==> config.mk <==
export PLATFORM = sky130hd
export DESIGN_NAME = i2c_master_byte_engine
export DESIGN_NICKNAME = d
export VERILOG_FILES = /design/src/rtl/i2c_mbe_pkg.sv /design/src/rtl/i2c_mbe_csr.sv /design/src/rtl/i2c_mbe_step.sv /design/src/rtl/i2c_master_byte_engine.sv
export SDC_FILE = /design/constraint.sdc
export NUM_CORES = 1
export LEC_CHECK = 0
export BUFFER_PORTS_ARGS = -buffer_cell sky130_fd_sc_hd__clkbuf_2
export CAP_MARGIN = 0
export CORE_MARGIN = 2
export CORE_UTILIZATION = 55
export DETAILED_ROUTE_END_ITERATION = 12
export GPL_TIMING_DRIVEN = 0
export HOLD_SLACK_MARGIN = 0.05
export PLACE_DENSITY_LB_ADDON = 0.25
export SLEW_MARGIN = 40
export SYNTH_ARGS = -nofsm -noshare
export SYNTH_HDL_FRONTEND = slang
export SYNTH_HIERARCHICAL = 1
export SYNTH_SLANG_ARGS = --single-unit
==> constraint.sdc <==
create_clock -name clock -period 6.6 [get_ports clock]
set_input_delay 0.33 -clock clock [delete_from_list [all_inputs] [get_ports clock]]
set_output_delay 0.33 -clock clock [all_outputs]
set_load 0.01 [all_outputs]
==> src/rtl/i2c_mbe_pkg.sv <==
// Shared types and constants for the I2C master byte engine.
package i2c_mbe_pkg;

   localparam int CsrAddrWidth = 3;
   localparam int CsrDataWidth = 32;
   localparam int ReqDataWidth = 16;
   localparam int ReqUserWidth = 4;
   localparam int RspDataWidth = 16;
   localparam logic [7:0] MsbMask = 8'h80;

   typedef enum logic [2:0] {
      OP_START     = 3'd0,
      OP_STOP      = 3'd1,
      OP_WRITE     = 3'd2,
      OP_READ      = 3'd3,
      OP_SEND_ACK  = 3'd4,
      OP_WAIT_ACK  = 3'd5
   } opcode_type;

   typedef enum logic [0:0] {
      REG_HALF_PERIOD = 1'b0,
      REG_ACK_LIMIT   = 1'b1
   } reg_index_type;

   typedef enum logic [13:0] {
      PH_IDLE = 14'b00000000000001,
      PH_ST1  = 14'b00000000000010,
      PH_ST2  = 14'b00000000000100,
      PH_SP1  = 14'b00000000001000,
      PH_SP2  = 14'b00000000010000,
      PH_AK1  = 14'b00000000100000,
      PH_AK2  = 14'b00000001000000,
      PH_WA1  = 14'b00000010000000,
      PH_WA2  = 14'b00000100000000,
      PH_WAP  = 14'b00001000000000,
      PH_WL   = 14'b00010000000000,
      PH_WH   = 14'b00100000000000,
      PH_RL   = 14'b01000000000000,
      PH_RH   = 14'b10000000000000
   } phase_type;

   typedef struct packed {
      phase_type   phase;
      logic [3:0]  bit_count;
      logic [7:0]  shift_reg;
      logic [15:0] tick_count;
      logic [15:0] poll_count;
      logic        scl_level;
      logic        sda_level;
      logic        error_flag;
      logic [7:0]  read_hold;
   } state_type;

   typedef struct packed {
      logic [15:0] half_period_ticks;
      logic [15:0] ack_timeout_limit;
   } cfg_type;

   localparam state_type StateReset = '{
      phase:      PH_IDLE,
      bit_count:  4'd0,
      shift_reg:  8'd0,
      tick_count: 16'd0,
      poll_count: 16'd0,
      scl_level:  1'b1,
      sda_level:  1'b1,
      error_flag: 1'b0,
      read_hold:  8'd0
   };

endpackage

==> src/rtl/i2c_mbe_csr.sv <==
// APB register bank holding the half period and ack timeout limit.
module i2c_mbe_csr
   import i2c_mbe_pkg::*;
(
   input  logic                    clock,
   input  logic                    reset,
   input  logic                    csr_psel,
   input  logic                    csr_penable,
   input  logic                    csr_pwrite,
   input  logic [CsrAddrWidth-1:0] csr_paddr,
   input  logic [CsrDataWidth-1:0] csr_pwdata,
   output logic [CsrDataWidth-1:0] csr_prdata,
   output logic                    csr_pready,
   output cfg_type                 cfg
);

   cfg_type cfg_ff, cfg_in;
   logic    wr_en;
   reg_index_type idx;

   assign csr_pready = 1'b1;
   assign wr_en = csr_psel & csr_penable & csr_pwrite & csr_pready;
   assign idx = reg_index_type'(csr_paddr[2]);

   always_comb begin
      cfg_in = cfg_ff;
      if (wr_en) begin
         case (idx)
            REG_HALF_PERIOD: cfg_in.half_period_ticks = csr_pwdata[15:0];
            REG_ACK_LIMIT:   cfg_in.ack_timeout_limit = csr_pwdata[15:0];
            default:         cfg_in = cfg_ff;
         endcase
      end
   end

   always_ff @(posedge clock) begin
      if (reset) begin
         cfg_ff.half_period_ticks <= 16'd100;
         cfg_ff.ack_timeout_limit <= 16'd255;
      end else begin
         cfg_ff <= cfg_in;
      end
   end

   always_comb begin
      case (idx)
         REG_HALF_PERIOD: csr_prdata = {16'd0, cfg_ff.half_period_ticks};
         REG_ACK_LIMIT:   csr_prdata = {16'd0, cfg_ff.ack_timeout_limit};
         default:         csr_prdata = '0;
      endcase
   end

   assign cfg = cfg_ff;

endmodule

==> src/rtl/i2c_mbe_step.sv <==
// One-tick next-state logic of the SCL/SDA sequencer.
module i2c_mbe_step
   import i2c_mbe_pkg::*;
(
   input  state_type   cur,
   input  cfg_type     cfg,
   input  logic        cmd_valid,
   input  logic [2:0]  opcode,
   input  logic [7:0]  data_byte,
   input  logic        ack_bit,
   input  logic        sda_in,
   output state_type   nxt,
   output logic        cmd_done
);

   logic [15:0] pause_len;
   logic [15:0] tick_next;
   logic [3:0]  bit_next;

   assign pause_len = (cfg.half_period_ticks == 16'd0) ? 16'd1 : cfg.half_period_ticks;
   assign tick_next = (cur.tick_count != 16'd0) ? cur.tick_count - 16'd1 : 16'd0;
   assign bit_next  = cur.bit_count + 4'd1;

   function automatic state_type poll_ack(state_type s, logic sda, logic [15:0] plen);
      state_type r;
      r = s;
      if (!sda) begin
         r.scl_level = 1'b0;
         r.phase     = PH_IDLE;
      end else if (s.poll_count == 16'd0) begin
         r.error_flag = 1'b1;
         r.scl_level  = 1'b0;
         r.sda_level  = 1'b0;
         r.tick_count = plen;
         r.phase      = PH_SP1;
      end else begin
         r.poll_count = s.poll_count - 16'd1;
      end
      return r;
   endfunction

   always_comb begin
      nxt = cur;
      case (cur.phase)
         PH_IDLE: begin
            if (cmd_valid && opcode <= OP_WAIT_ACK) begin
               nxt.bit_count  = 4'd0;
               nxt.tick_count = pause_len;
               case (opcode_type'(opcode))
                  OP_START: begin
                     nxt.sda_level = 1'b1;
                     nxt.scl_level = 1'b1;
                     nxt.phase     = PH_ST1;
                  end
                  OP_STOP: begin
                     nxt.scl_level = 1'b0;
                     nxt.sda_level = 1'b0;
                     nxt.phase     = PH_SP1;
                  end
                  OP_WRITE: begin
                     nxt.scl_level = 1'b0;
                     nxt.sda_level = |(data_byte & MsbMask);
                     nxt.shift_reg = {data_byte[6:0], 1'b0};
                     nxt.phase     = PH_WL;
                  end
                  OP_READ: begin
                     nxt.sda_level = 1'b1;
                     nxt.scl_level = 1'b0;
                     nxt.shift_reg = 8'd0;
                     nxt.phase     = PH_RL;
                  end
                  OP_SEND_ACK: begin
                     nxt.sda_level = ack_bit;
                     nxt.scl_level = 1'b1;
                     nxt.phase     = PH_AK1;
                  end
                  default: begin
                     nxt.sda_level  = 1'b1;
                     nxt.error_flag = 1'b0;
                     nxt.poll_count = cfg.ack_timeout_limit;
                     nxt.phase      = PH_WA1;
                  end
               endcase
            end
         end
         PH_WAP: nxt = poll_ack(cur, sda_in, pause_len);
         default: begin
            nxt.tick_count = tick_next;
            if (tick_next == 16'd0) begin
               case (cur.phase)
                  PH_ST1: begin
                     nxt.sda_level  = 1'b0;
                     nxt.tick_count = pause_len;
                     nxt.phase      = PH_ST2;
                  end
                  PH_ST2: begin
                     nxt.scl_level = 1'b0;
                     nxt.phase     = PH_IDLE;
                  end
                  PH_SP1: begin
                     nxt.scl_level  = 1'b1;
                     nxt.sda_level  = 1'b1;
                     nxt.tick_count = pause_len;
                     nxt.phase      = PH_SP2;
                  end
                  PH_SP2: nxt.phase = PH_IDLE;
                  PH_AK1: begin
                     nxt.scl_level  = 1'b0;
                     nxt.tick_count = pause_len;
                     nxt.phase      = PH_AK2;
                  end
                  PH_AK2: nxt.phase = PH_IDLE;
                  PH_WA1: begin
                     nxt.scl_level  = 1'b1;
                     nxt.tick_count = pause_len;
                     nxt.phase      = PH_WA2;
                  end
                  PH_WA2: begin
                     nxt.phase = PH_WAP;
                     nxt = poll_ack(nxt, sda_in, pause_len);
                  end
                  PH_WL: begin
                     nxt.scl_level  = 1'b1;
                     nxt.tick_count = pause_len;
                     nxt.phase      = PH_WH;
                  end
                  PH_WH: begin
                     nxt.scl_level = 1'b0;
                     nxt.bit_count = bit_next;
                     if (bit_next >= 4'd8) begin
                        nxt.phase = PH_IDLE;
                     end else begin
                        nxt.sda_level  = |(cur.shift_reg & MsbMask);
                        nxt.shift_reg  = {cur.shift_reg[6:0], 1'b0};
                        nxt.tick_count = pause_len;
                        nxt.phase      = PH_WL;
                     end
                  end
                  PH_RL: begin
                     nxt.scl_level  = 1'b1;
                     nxt.shift_reg  = {cur.shift_reg[6:0], sda_in};
                     nxt.tick_count = pause_len;
                     nxt.phase      = PH_RH;
                  end
                  PH_RH: begin
                     nxt.scl_level = 1'b0;
                     nxt.bit_count = bit_next;
                     if (bit_next >= 4'd8) begin
                        nxt.read_hold = cur.shift_reg;
                        nxt.phase     = PH_IDLE;
                     end else begin
                        nxt.tick_count = pause_len;
                        nxt.phase      = PH_RL;
                     end
                  end
                  default: nxt.phase = PH_IDLE;
               endcase
            end
         end
      endcase
   end

   // every path into idle from a busy phase completes a command
   assign cmd_done = (cur.phase != PH_IDLE) && (nxt.phase == PH_IDLE);

endmodule

==> src/rtl/i2c_master_byte_engine.sv <==
// Top level of the I2C master byte engine: input stage, sequencer state and result register.
//
// Each transfer on the req side is one clock tick of the I2C pin sequencer and yields exactly
// one transfer on the rsp side showing pin levels and status after that tick. A transfer can be
// accepted every cycle while the rsp side takes results. The tick is held in the input register
// and is then computed into the result register, which drives rsp_tvalid. The rate is set only
// by the rsp side taking results from the result register. SCL and SDA pauses are counted in
// ticks, so the bus speed follows the rate of req transfers and half_period_ticks.
module i2c_master_byte_engine
   import i2c_mbe_pkg::*;
(
   input  logic                    clock,
   input  logic                    reset,
   input  logic                    req_tvalid,
   output logic                    req_tready,
   input  logic [ReqDataWidth-1:0] req_tdata,   // data_byte[7:0], ack_bit, sda_in, zero pad
   input  logic [ReqUserWidth-1:0] req_tuser,   // cmd_valid, opcode[2:0]
   output logic                    rsp_tvalid,
   input  logic                    rsp_tready,
   output logic [RspDataWidth-1:0] rsp_tdata,   // scl_release, sda_release, busy_res,
                                                // cmd_done, read_data[7:0], ack_timeout, pad
   input  logic                    csr_psel,
   input  logic                    csr_penable,
   input  logic                    csr_pwrite,
   input  logic [CsrAddrWidth-1:0] csr_paddr,
   input  logic [CsrDataWidth-1:0] csr_pwdata,
   output logic [CsrDataWidth-1:0] csr_prdata,
   output logic                    csr_pready
);

   cfg_type   cfg;
   state_type st_ff, st_in;
   logic      s1_valid_ff, s1_valid_in;
   logic [ReqDataWidth-1:0] s1_data_ff;
   logic [ReqUserWidth-1:0] s1_user_ff;
   logic      rsp_valid_ff, rsp_valid_in;
   logic [RspDataWidth-1:0] rsp_data_ff, rsp_data_in;
   logic      advance;
   logic      done;

   i2c_mbe_csr u_csr (
      .clock       (clock),
      .reset       (reset),
      .csr_psel    (csr_psel),
      .csr_penable (csr_penable),
      .csr_pwrite  (csr_pwrite),
      .csr_paddr   (csr_paddr),
      .csr_pwdata  (csr_pwdata),
      .csr_prdata  (csr_prdata),
      .csr_pready  (csr_pready),
      .cfg         (cfg)
   );

   i2c_mbe_step u_step (
      .cur       (st_ff),
      .cfg       (cfg),
      .cmd_valid (s1_user_ff[0]),
      .opcode    (s1_user_ff[3:1]),
      .data_byte (s1_data_ff[7:0]),
      .ack_bit   (s1_data_ff[8]),
      .sda_in    (s1_data_ff[9]),
      .nxt       (st_in),
      .cmd_done  (done)
   );

   assign advance    = s1_valid_ff && (!rsp_valid_ff || rsp_tready);
   assign req_tready = !s1_valid_ff || advance;

   always_comb begin
      s1_valid_in = s1_valid_ff;
      if (req_tvalid && req_tready) begin
         s1_valid_in = 1'b1;
      end else if (advance) begin
         s1_valid_in = 1'b0;
      end
   end

   always_comb begin
      rsp_valid_in = rsp_valid_ff;
      if (advance) begin
         rsp_valid_in = 1'b1;
      end else if (rsp_tready) begin
         rsp_valid_in = 1'b0;
      end
   end

   assign rsp_data_in = {3'd0, st_in.error_flag, st_in.read_hold, done,
                         (st_in.phase != PH_IDLE), st_in.sda_level, st_in.scl_level};

   always_ff @(posedge clock) begin
      if (reset) begin
         s1_valid_ff  <= 1'b0;
         rsp_valid_ff <= 1'b0;
         st_ff        <= StateReset;
      end else begin
         s1_valid_ff  <= s1_valid_in;
         rsp_valid_ff <= rsp_valid_in;
         if (advance) begin
            st_ff <= st_in;
         end
      end
   end

   always_ff @(posedge clock) begin
      if (req_tvalid && req_tready) begin
         s1_data_ff <= req_tdata;
         s1_user_ff <= req_tuser;
      end
      if (advance) begin
         rsp_data_ff <= rsp_data_in;
      end
   end

   assign rsp_tvalid = rsp_valid_ff;
   assign rsp_tdata  = rsp_data_ff;

`ifndef SYNTHESIS
   a_reset_empties: assert property (@(posedge clock)
      reset |=> (!s1_valid_ff && !rsp_valid_ff))
      else $error("pipeline not empty after reset");

   a_no_overwrite: assert property (@(posedge clock) disable iff (reset)
      !(req_tvalid && req_tready && s1_valid_ff && !advance))
      else $error("input stage overwritten");

   a_done_not_busy: assert property (@(posedge clock) disable iff (reset)
      (rsp_tvalid && rsp_tdata[3]) |-> !rsp_tdata[2])
      else $error("done reported while busy");

   a_bit_count_range: assert property (@(posedge clock) disable iff (reset)
      st_ff.bit_count <= 4'd8)
      else $error("bit counter out of range");

   a_state_holds: assert property (@(posedge clock) disable iff (reset)
      (!$past(advance) && !$past(reset)) |-> $stable(st_ff))
      else $error("sequencer state changed without a tick");
`endif

endmodule
== Yosys cells after proc, flatten, opt, wreduce, memory -nomap -nowiden ==
Cells that the tools add are included.

* Bits in registers: 130
* Latch bits: 0
* RAM bits: 0
* ROM bits: 0
* Output and inout port bits: 51
* Word-level logic and storage cells: 132
* Memories: 0

* Add/subtract/negate cells: 3
* Multipliers: 0
* Div/mod/pow operators: 0
* Order comparisons: 2
* Eq/ne operators: 26
* Shift operators: 0
* Muxes and demuxes: 47
* Bitwise operators: 4
* Reductions and logical operators: 34

{| class="wikitable"
|+ Operators with widths
! operator !! count
|-
| $mux 16 || 8
|-
| $pmux 14 s9 || 1
|-
| $pmux 61 s2 || 1
|-
| $mux 69 || 1
|-
| $pmux 13 s5 || 1
|-
| $mux 32 || 2
|-
| $pmux 16 s4 || 1
|-
| $pmux 32 s2 || 1
|-
| $mux 61 || 1
|-
| $logic_not 16->1 || 3
|-
| $pmux 8 s2 || 2
|-
| $sub 16x1->16 const B || 2
|-
| $eq 14x1->1 const B || 2
|-
| $mux 14 || 2
|-
| $ne 14x1->1 const B || 2
|-
| $mux 24 || 1
|-
| $mux 8 || 3
|-
| $mux 10 || 2
|-
| $reduce_bool 16->1 || 1
|-
| $eq 14x10->1 const B || 1
|-
| $eq 14x11->1 const B || 1
|-
| $eq 14x12->1 const B || 1
|-
| $eq 14x13->1 const B || 1
|-
| $eq 14x14->1 const B || 1
|-
| other kinds (42) || 74
|}

== Longest topological paths before layout ==
Gate-level depths: netlist (run 1).

* Depth after elaboration: 9
* Gate-level depth with buffers: 15

== Hierarchy ==
The synthesis (run 1) kept the hierarchy.

{| class="wikitable"
|+ By module, submodules not included
! module !! times used !! cells an instance !! area each (µm²) !! sequential area each (µm²)
|-
| i2c_master_byte_engine || 1 || 345 || 4100.2 || 2232.1
|-
| i2c_mbe_step || 1 || 463 || 2849.0 || 0.0
|-
| i2c_mbe_csr || 1 || 166 || 1694.1 || 640.6
|}

== Worst setup path before layout (run 1) ==
No wires, ideal clock.

* Kind: register to register
* Start: register st_ff[27] in the netlist's numbering
* End: register rsp_data_ff[2] (netlist: rsp_tdata[2]) (data pin)
* Arrival time: 3.264 ns
* Path slack: 3.065 ns
* Stages on the path, launching flop included: 15
* Path buffers: 3
* Clock period less this slack: 3.535 ns
* Path through: dfxtp_1 clkbuf_1 inv_1 ha_1 nor3b_2 buf_2 and4_2 and2_0 clkbuf_1 o211ai_1 nor2_1 mux2_2 or2_2 nor4_1 nand4_1

{| class="wikitable"
|+ RTL lines
! what !! line !! source
|-
| from (decl) || i2c_master_byte_engine.sv:32 || <nowiki>state_type st_ff, st_in;</nowiki>
|-
| from (signal assigned) || i2c_master_byte_engine.sv:94 || <nowiki>st_ff <= StateReset;</nowiki>
|-
| from (signal assigned) || i2c_master_byte_engine.sv:99 || <nowiki>st_ff <= st_in;</nowiki>
|-
| to (signal assigned) || i2c_master_byte_engine.sv:110 || <nowiki>rsp_data_ff <= rsp_data_in;</nowiki>
|-
| to (decl) || i2c_master_byte_engine.sv:37 || <nowiki>logic [RspDataWidth-1:0] rsp_data_ff, rsp_data_in;</nowiki>
|}

==> flow_summary.json, run 1 <==
{
  "worstPathCellList": "clkbuf_1 > inv_1 > ha_1 > nor3b_2 > buf_2 > and4_2 > and2_0 > clkbuf_1 > o211ai_1 > nor2_1 > mux2_2 > or2_2 > nor4_1 > nand4_1",
  "cts_inserted_buffers": 17,
  "die_y_um": 129,
  "ir_worst_vdd_uv": 205,
  "yosysSeqAreaShare_pct": 33.2,
  "multi_input_area_um2": 5200,
  "rsz0062_at_grt": "false",
  "dp_hpwl_um": 17000,
  "die_w_um": 129,
  "yosys_warnings": 6,
  "place_congestion": 0.965,
  "rows": 45,
  "fin_cells": 1301,
  "vias": 7584,
  "cp.arrival_ps": 4580,
  "hold_class": "input pin to flip-flop",
  "crit_top_cell": "clkbuf_1",
  "fmaxAchievable_mhz": 226,
  "design_area_um2": 9960,
  "drt_wl_total_um": 23200,
  "avgSynthCellArea_um2": 8.87,
  "grt_max_degree": 23,
  "clock-sinks": 130,
  "ant_nets": 0,
  "port_buffers": 67,
  "grtUsageTotal_pct": 28.5,
  "cts_resized": 0,
  "slowest_stage": "nor2_1",
  "skew_ps": 8.69,
  "grt_antenna_before_repair": 0,
  "avgViaCountPerCell": 5.83,
  "cts_setup_buffers": 0,
  "cts_tree": "yes",
  "path_clk_slew_ps": 60,
  "reg2reg_slack_ps": 2170,
  "cts-root-buf": "clkbuf_16",
  "post-route-min-period_ps": 4430,
  "end_kind": "flip-flop",
  "worst_pin_slew_ps": 838,
  "finalHoldViolCount": 0,
  "cp.required_ps": 6750,
  "fp.coreArea_um2": 15300,
  "syn2layout_area_growth_pct": 15.2,
  "wl_per_cell_um": 17.8,
  "drv_slew": 0,
  "period_share_pct": 67.1,
  "seq_area_um2": 2870,
  "netlist_area_um2": 8640,
  "drc": 0,
  "nFillCells": 1278,
  "ys_async_sr_fraction_pct": 0,
  "hold_ws_ps": 79.7,
  "p_per_area_nw_per_um2": 221,
  "holdPathStages": 1,
  "nets": 1142,
  "synth-seq-cells": 130,
  "slowest_delay_ps": 410,
  "synth.distinct_cells": 86,
  "crit_fanout": 10,
  "grt_pass1_vias": 7175,
  "yosys.area.top_type": "dfxtp_1",
  "firstDrtPassIters": 6,
  "cts_max_level": 4,
  "die_area_um2": 16700,
  "synthFlopType": "dfxtp_1",
  "path_class": "flip-flop to flip-flop",
  "clock_path_buffers": 2,
  "synth_edf_count": 27,
  "grt_pass1_wl_um": 37100,
  "timing.rr.start": "st_ff[27]",
  "min_from": "req_tdata[8]",
  "start_kind": "flip-flop",
  "min_to": "s1_data_ff[8]",
  "setup_violations": 0,
  "r2r.worst_path.cells": 14,
  "drtIter0Drc": 686,
  "cts.hold.buffers_added": 0,
  "status": "complete, no violations",
  "dpl-instance-area_um2": 9320,
  "grt.overflow.total": 0,
  "r2r_end": "rsp_tdata[2]",
  "maxCapViolCount": 0,
  "synthCells": 974,
  "initial_core_util_pct": 56.6,
  "antennaDiodeCount": 0,
  "tns_ps": 0,
  "post-place-cells": 1269,
  "p_leak_nw": 3.94,
  "netlist.area_leader.share_pct": 23.9,
  "drive_gt1_share_pct": 19.1,
  "synthTopCellsByArea": "dfxtp_1 24%, mux2i_1 12%, nand2b_1 12%",
  "clock_latency_ps": 430,
  "io_pins": 113,
  "max_slew_margin_pct": 44.1
}
==> through the flow <==
stage               utilization [%]  power, mW  worst slack (ps)
detailed placement             61.1       1.22              2280
finish                         65.3       2.20              2170
global route                   65.3       2.27              1920
CTS                            65.3       2.21              2260
floorplan                         -       1.11              3070
global placement               61.0       1.21              2200
==> sequential cells by signal, summed over array words and instances (netlist names) <==
register and flops:
s1_valid_ff 1, st_ff 69, s1_user_ff 4, s1_data_ff 10, rsp_tdata 13, rsp_tvalid 1, u_csr/cfg 32
==> logic make-up after synthesis <==
| logic type | after synthesis | share of synthesized area (%) |
|---|---|---|
| XOR/XNOR | 12 | 1.22 |
| buffers and inverters | 96 | 7.50 |
| AO/OA/AOI/OAI | 142 | 11.9 |
| AND/OR/NAND/NOR | 455 | 29.8 |
| multiplexers | 133 | 15.8 |
| other | 3 | 0.130 |
| flip-flops | 130 | 33.2 |
| adder cells (fa/ha/maj) | 3 | 0.434 |
==> area by class of cell <==
cell class / instances / area share, %
well taps: 211 / 2.65
clock buffers: 25 / 5.62
repair buffers: 67 / 3.37
inverters: 17 / 0.641
flip-flops and latches: 130 / 28.8
plain buffers: 79 / 5.87
clock inverters: 7 / 0.791
multi-input cells: 765 / 52.2
==> report_power, final <==
part           leakage (nW)  total (mW)  internal, mW  switching [mW]
sequential             1.09       0.850         0.832          0.0176
combinational          2.54       0.357         0.140           0.217
clock                 0.317       0.996         0.632           0.364
total                  3.94        2.20          1.60           0.599
==> worst max-delay path: cells and delay by family, from the launching register on <==
family                   cells  cell delay, ps
flip-flops                   1             310
adder cells (fa/ha/maj)      1             260
buffers and inverters        4             890
multiplexers                 1             410
AO/OA/AOI/OAI                1             250
AND/OR/NAND/NOR              7            2050
==> layer usage <==
layer / up-vias / global-route usage, % / wire length, um
met5: - / 0 / 0
met3: 41 / 6.11 / 1590
li1: 3650 / - / -
met2: 277 / 44.3 / 10600
met4: 0 / 11.1 / 523
met1: 3616 / 38.9 / 10500
==> synthesized netlist by cell type, types with 17 or more instances <==
master,number
nand2_1,92
mux2_2,26
dfxtp_1,103
inv_1,17
nand2b_1,169
buf_4,22
o21ai_0,27
a21oi_1,29
nor2_1,68
mux2i_1,107
clkbuf_1,32
edfxtp_1,27
nor3_1,21
nand3_1,24
==> how the worst max path moves through the flow <==
stage               from            to  slack, ps  cells after the start
5_1_grt        st_ff[27]  rsp_tdata[2]       1920                     14
4_1_cts        st_ff[27]  rsp_tdata[2]       2260                     14
3_3_place_gp   st_ff[27]  rsp_tdata[2]       2200                     13
2_1_floorplan  st_ff[27]  rsp_tdata[2]       3070                     14
6_report       st_ff[27]  rsp_tdata[2]       2170                     14
3_5_place_dp   st_ff[27]  rsp_tdata[2]       2280                     14
==> placed cells by master, fill, tap and decap left out, types with 6 or more instances in the layout <==
| cell | netlist | final |
|---|---|---|
| mux2i_1 | 107 | 107 |
| a221o_1 | 6 | 6 |
| clkbuf_2 | 1 | 68 |
| xor2_1 | 9 | 9 |
| nand3_1 | 24 | 24 |
| nor3_1 | 21 | 21 |
| edfxtp_1 | 27 | 27 |
| nor2_1 | 68 | 68 |
| nand2_1 | 92 | 92 |
| clkbuf_16 | 0 | 20 |
| nand4_1 | 10 | 10 |
| nor4_1 | 11 | 10 |
| o211ai_1 | 12 | 12 |
| buf_4 | 22 | 22 |
| mux2_2 | 26 | 26 |
| buf_2 | 8 | 8 |
| o21ai_0 | 27 | 27 |
| nand2b_1 | 169 | 169 |
| a31oi_1 | 6 | 6 |
| a22oi_1 | 12 | 12 |
| conb_1 | 3 | 20 |
| inv_1 | 17 | 17 |
| a21oi_1 | 29 | 28 |
| dfxtp_1 | 103 | 103 |
| clkbuf_1 | 32 | 33 |
| buf_12 | 9 | 9 |
No activity file was read; power rests on OpenSTA's default activity.
==> inputs of run 2 (changes only) <==
--- a/config.mk
+++ b/config.mk
@@ -8,7 +8,7 @@
 export BUFFER_PORTS_ARGS = -buffer_cell sky130_fd_sc_hd__clkbuf_2
 export CAP_MARGIN = 0
 export CORE_MARGIN = 2
-export CORE_UTILIZATION = 55
+export CORE_UTILIZATION = 53
 export DETAILED_ROUTE_END_ITERATION = 12
 export GPL_TIMING_DRIVEN = 0
 export HOLD_SLACK_MARGIN = 0.05
==> constraint.sdc (replaced) <==
create_clock -name clock -period 3.79 [get_ports clock]
set_input_delay 0.1895 -clock clock [delete_from_list [all_inputs] [get_ports clock]]
set_output_delay 0.1895 -clock clock [all_outputs]
set_load 0.01 [all_outputs]
==> run 2 against run 1 <==
Against the previous run: utilization rose by 0.071 points; final cell count rose by 2.9%; wire length grew 2.8%; critical endpoint is now st_ff[31]; sequential power rose by 74%; register-to-register slack lost 2000 ps; die area rose by 3.7%.
==> flow_summary.json, run 2 (same netlist as run 1, synthesis figures left out) <==
{
  "drive_gt1_share_pct": 20.5,
  "period_share_pct": 94.4,
  "fmaxAchievable_mhz": 279,
  "io_pins": 113,
  "grtUsageTotal_pct": 27.4,
  "drc": 0,
  "worstPathCellList": "clkbuf_2 > nor4_2 > nand2b_1 > nor4_1 > a211oi_1 > o21ai_0 > a21o_1 > buf_1 > nand2_1 > o211ai_1 > nand2b_1 > mux2i_1",
  "r2r.worst_path.cells": 12,
  "drv_slew": 0,
  "grt_pass1_vias": 7217,
  "place_congestion": 0.947,
  "setup_violations": 0,
  "antennaDiodeCount": 0,
  "rows": 46,
  "p_per_area_nw_per_um2": 377,
  "p_leak_nw": 4.12,
  "cts_max_level": 4,
  "path_clk_slew_ps": 60,
  "cp.arrival_ps": 3930,
  "worst_pin_slew_ps": 821,
  "post-route-min-period_ps": 3580,
  "ir_worst_vdd_uv": 340,
  "cpLargestDelayFamily": "simple AND/OR/NAND/NOR gates",
  "grt_max_degree": 23,
  "die_y_um": 132,
  "nFillCells": 1346,
  "port_buffers": 67,
  "dp_hpwl_um": 16900,
  "timing.rr.start": "st_ff[63]",
  "post-place-cells": 1274,
  "fin_cells": 1339,
  "skew_ps": 8.06,
  "start_kind": "flip-flop",
  "fp.coreArea_um2": 15900,
  "dp_slack_ps": -401,
  "path_class": "flip-flop to flip-flop",
  "holdPathStages": 3,
  "cts_inserted_buffers": 17,
  "drt_wl_total_um": 23900,
  "clock_latency_ps": 430,
  "nets": 1175,
  "grt_antenna_before_repair": 0,
  "largest_reg_flops": 69,
  "slowest_stage": "nor4_2",
  "hold_class": "input pin to flip-flop",
  "wl_per_cell_um": 17.8,
  "min_from": "csr_pwdata[1]",
  "crit_top_cell": "nand2b_1",
  "vias": 7728,
  "setup_slack_ps": 211,
  "drtIter0Drc": 786,
  "status": "complete, no violations",
  "crit_start": "st_ff[63]",
  "maxCapViolCount": 0,
  "cts-root-buf": "clkbuf_16",
  "grt_pass1_wl_um": 38000,
  "max_slew_margin_pct": 45.2,
  "top_register": "st_ff",
  "slowest_delay_ps": 710,
  "critPathBufInv": 2,
  "critical_path_depth": 12,
  "ant_nets": 0,
  "clock-sinks": 130,
  "final_common_cell": "nand2b_1",
  "end_kind": "flip-flop",
  "avgViaCountPerCell": 5.77,
  "cts_tree": "yes",
  "syn2layout_area_growth_pct": 20.1,
  "firstDrtPassIters": 5,
  "finalHoldViolCount": 0,
  "die_w_um": 132,
  "cp.required_ps": 4140,
  "clock_path_buffers": 2,
  "crit_fanout": 10,
  "final_cell_mix": "169 x nand2b_1, 105 x mux2i_1, 101 x dfxtp_1, 92 x nand2_1, 71 x clkbuf_2",
  "grt.overflow.total": 0,
  "initial_core_util_pct": 54.4,
  "die_area_um2": 17300
}
==> run 2: changes by cell type in the layout (fill, tap and decap cells not counted), sizes merged <==
cell         previous run  this run
buf                    45        52
bufinv                  1         2
clkbuf                126       119
clkinvlp                0         1
dlygate4sd3             0        29
inv                    21        23
==> run 2: per-stage QoR <==
| step | total power, mW | utilization (%) | hold WS, ps | setup TNS [ps] | instance area, um^2 |
|---|---|---|---|---|---|
| after floorplan | 1.94 | - | 288 | 0 | 8710 |
| after global placement | 2.11 | 58.6 | 368 | -11970 | 9310 |
| after detailed placement | 2.12 | 58.7 | 368 | -1470 | 9330 |
| after CTS | 3.89 | 64.7 | 58.7 | 0 | 10300 |
| after global routing | 4.05 | 65.3 | 77.8 | -20.0 | 10400 |
| final | 3.91 | 65.3 | 57.6 | 0 | 10400 |
==> run 2: layout make-up <==
type | instances | area, um^2 | share of cell area [%]
inverter | 17 | 63.8 | 0.615
tap | 216 | 270 | 2.60
multi-input combinational | 765 | 5280 | 50.9
clock buffer | 21 | 497 | 4.79
sequential | 130 | 2880 | 27.7
buffer | 76 | 579 | 5.58
timing repair buffer | 103 | 678 | 6.53
clock inverter | 11 | 135 | 1.30
==> run 2: path summary, 6_finish.rpt <==
check / to / slack [ps]
worst max-delay path: st_ff[31] / 210
worst max register to register: st_ff[31] / 210
worst min register to register: st_ff[29] / 470
worst min-delay path: u_csr/cfg[1] / 60
==> run 2: report_power, final <==
part	total [mW]	internal [mW]	switching, mW
clock network	1.75	1.09	0.665
logic	0.676	0.284	0.393
registers	1.48	1.45	0.0332
==> run 2: repair_timing <==
action / in CTS / in global routing
gates resized for setup: 7 / 15
hold buffers: 29 / 0
setup endpoints to repair: 31 / 41
buffers inserted: 1 / 6
endpoints found under the hold margin: 38 / 0
pin swaps: 1 / 3
==> run 2: worst register-to-register path, cell delays in order (launching register included) <==
cell	delay, ps
dfxtp_1	310
clkbuf_2	180
nor4_2	710
nand2b_1	200
nor4_1	570
a211oi_1	160
o21ai_0	200
a21o_1	330
buf_1	360
nand2_1	150
o211ai_1	120
nand2b_1	80
mux2i_1	120
==> run 2: layer usage <==
layer / track usage, % / share of wire [%]
met1: 36.7 / 45
met2: 44.0 / 46
met3: 5.44 / 6.7
met4: 9.90 / 2.5
met5: 0 / 0
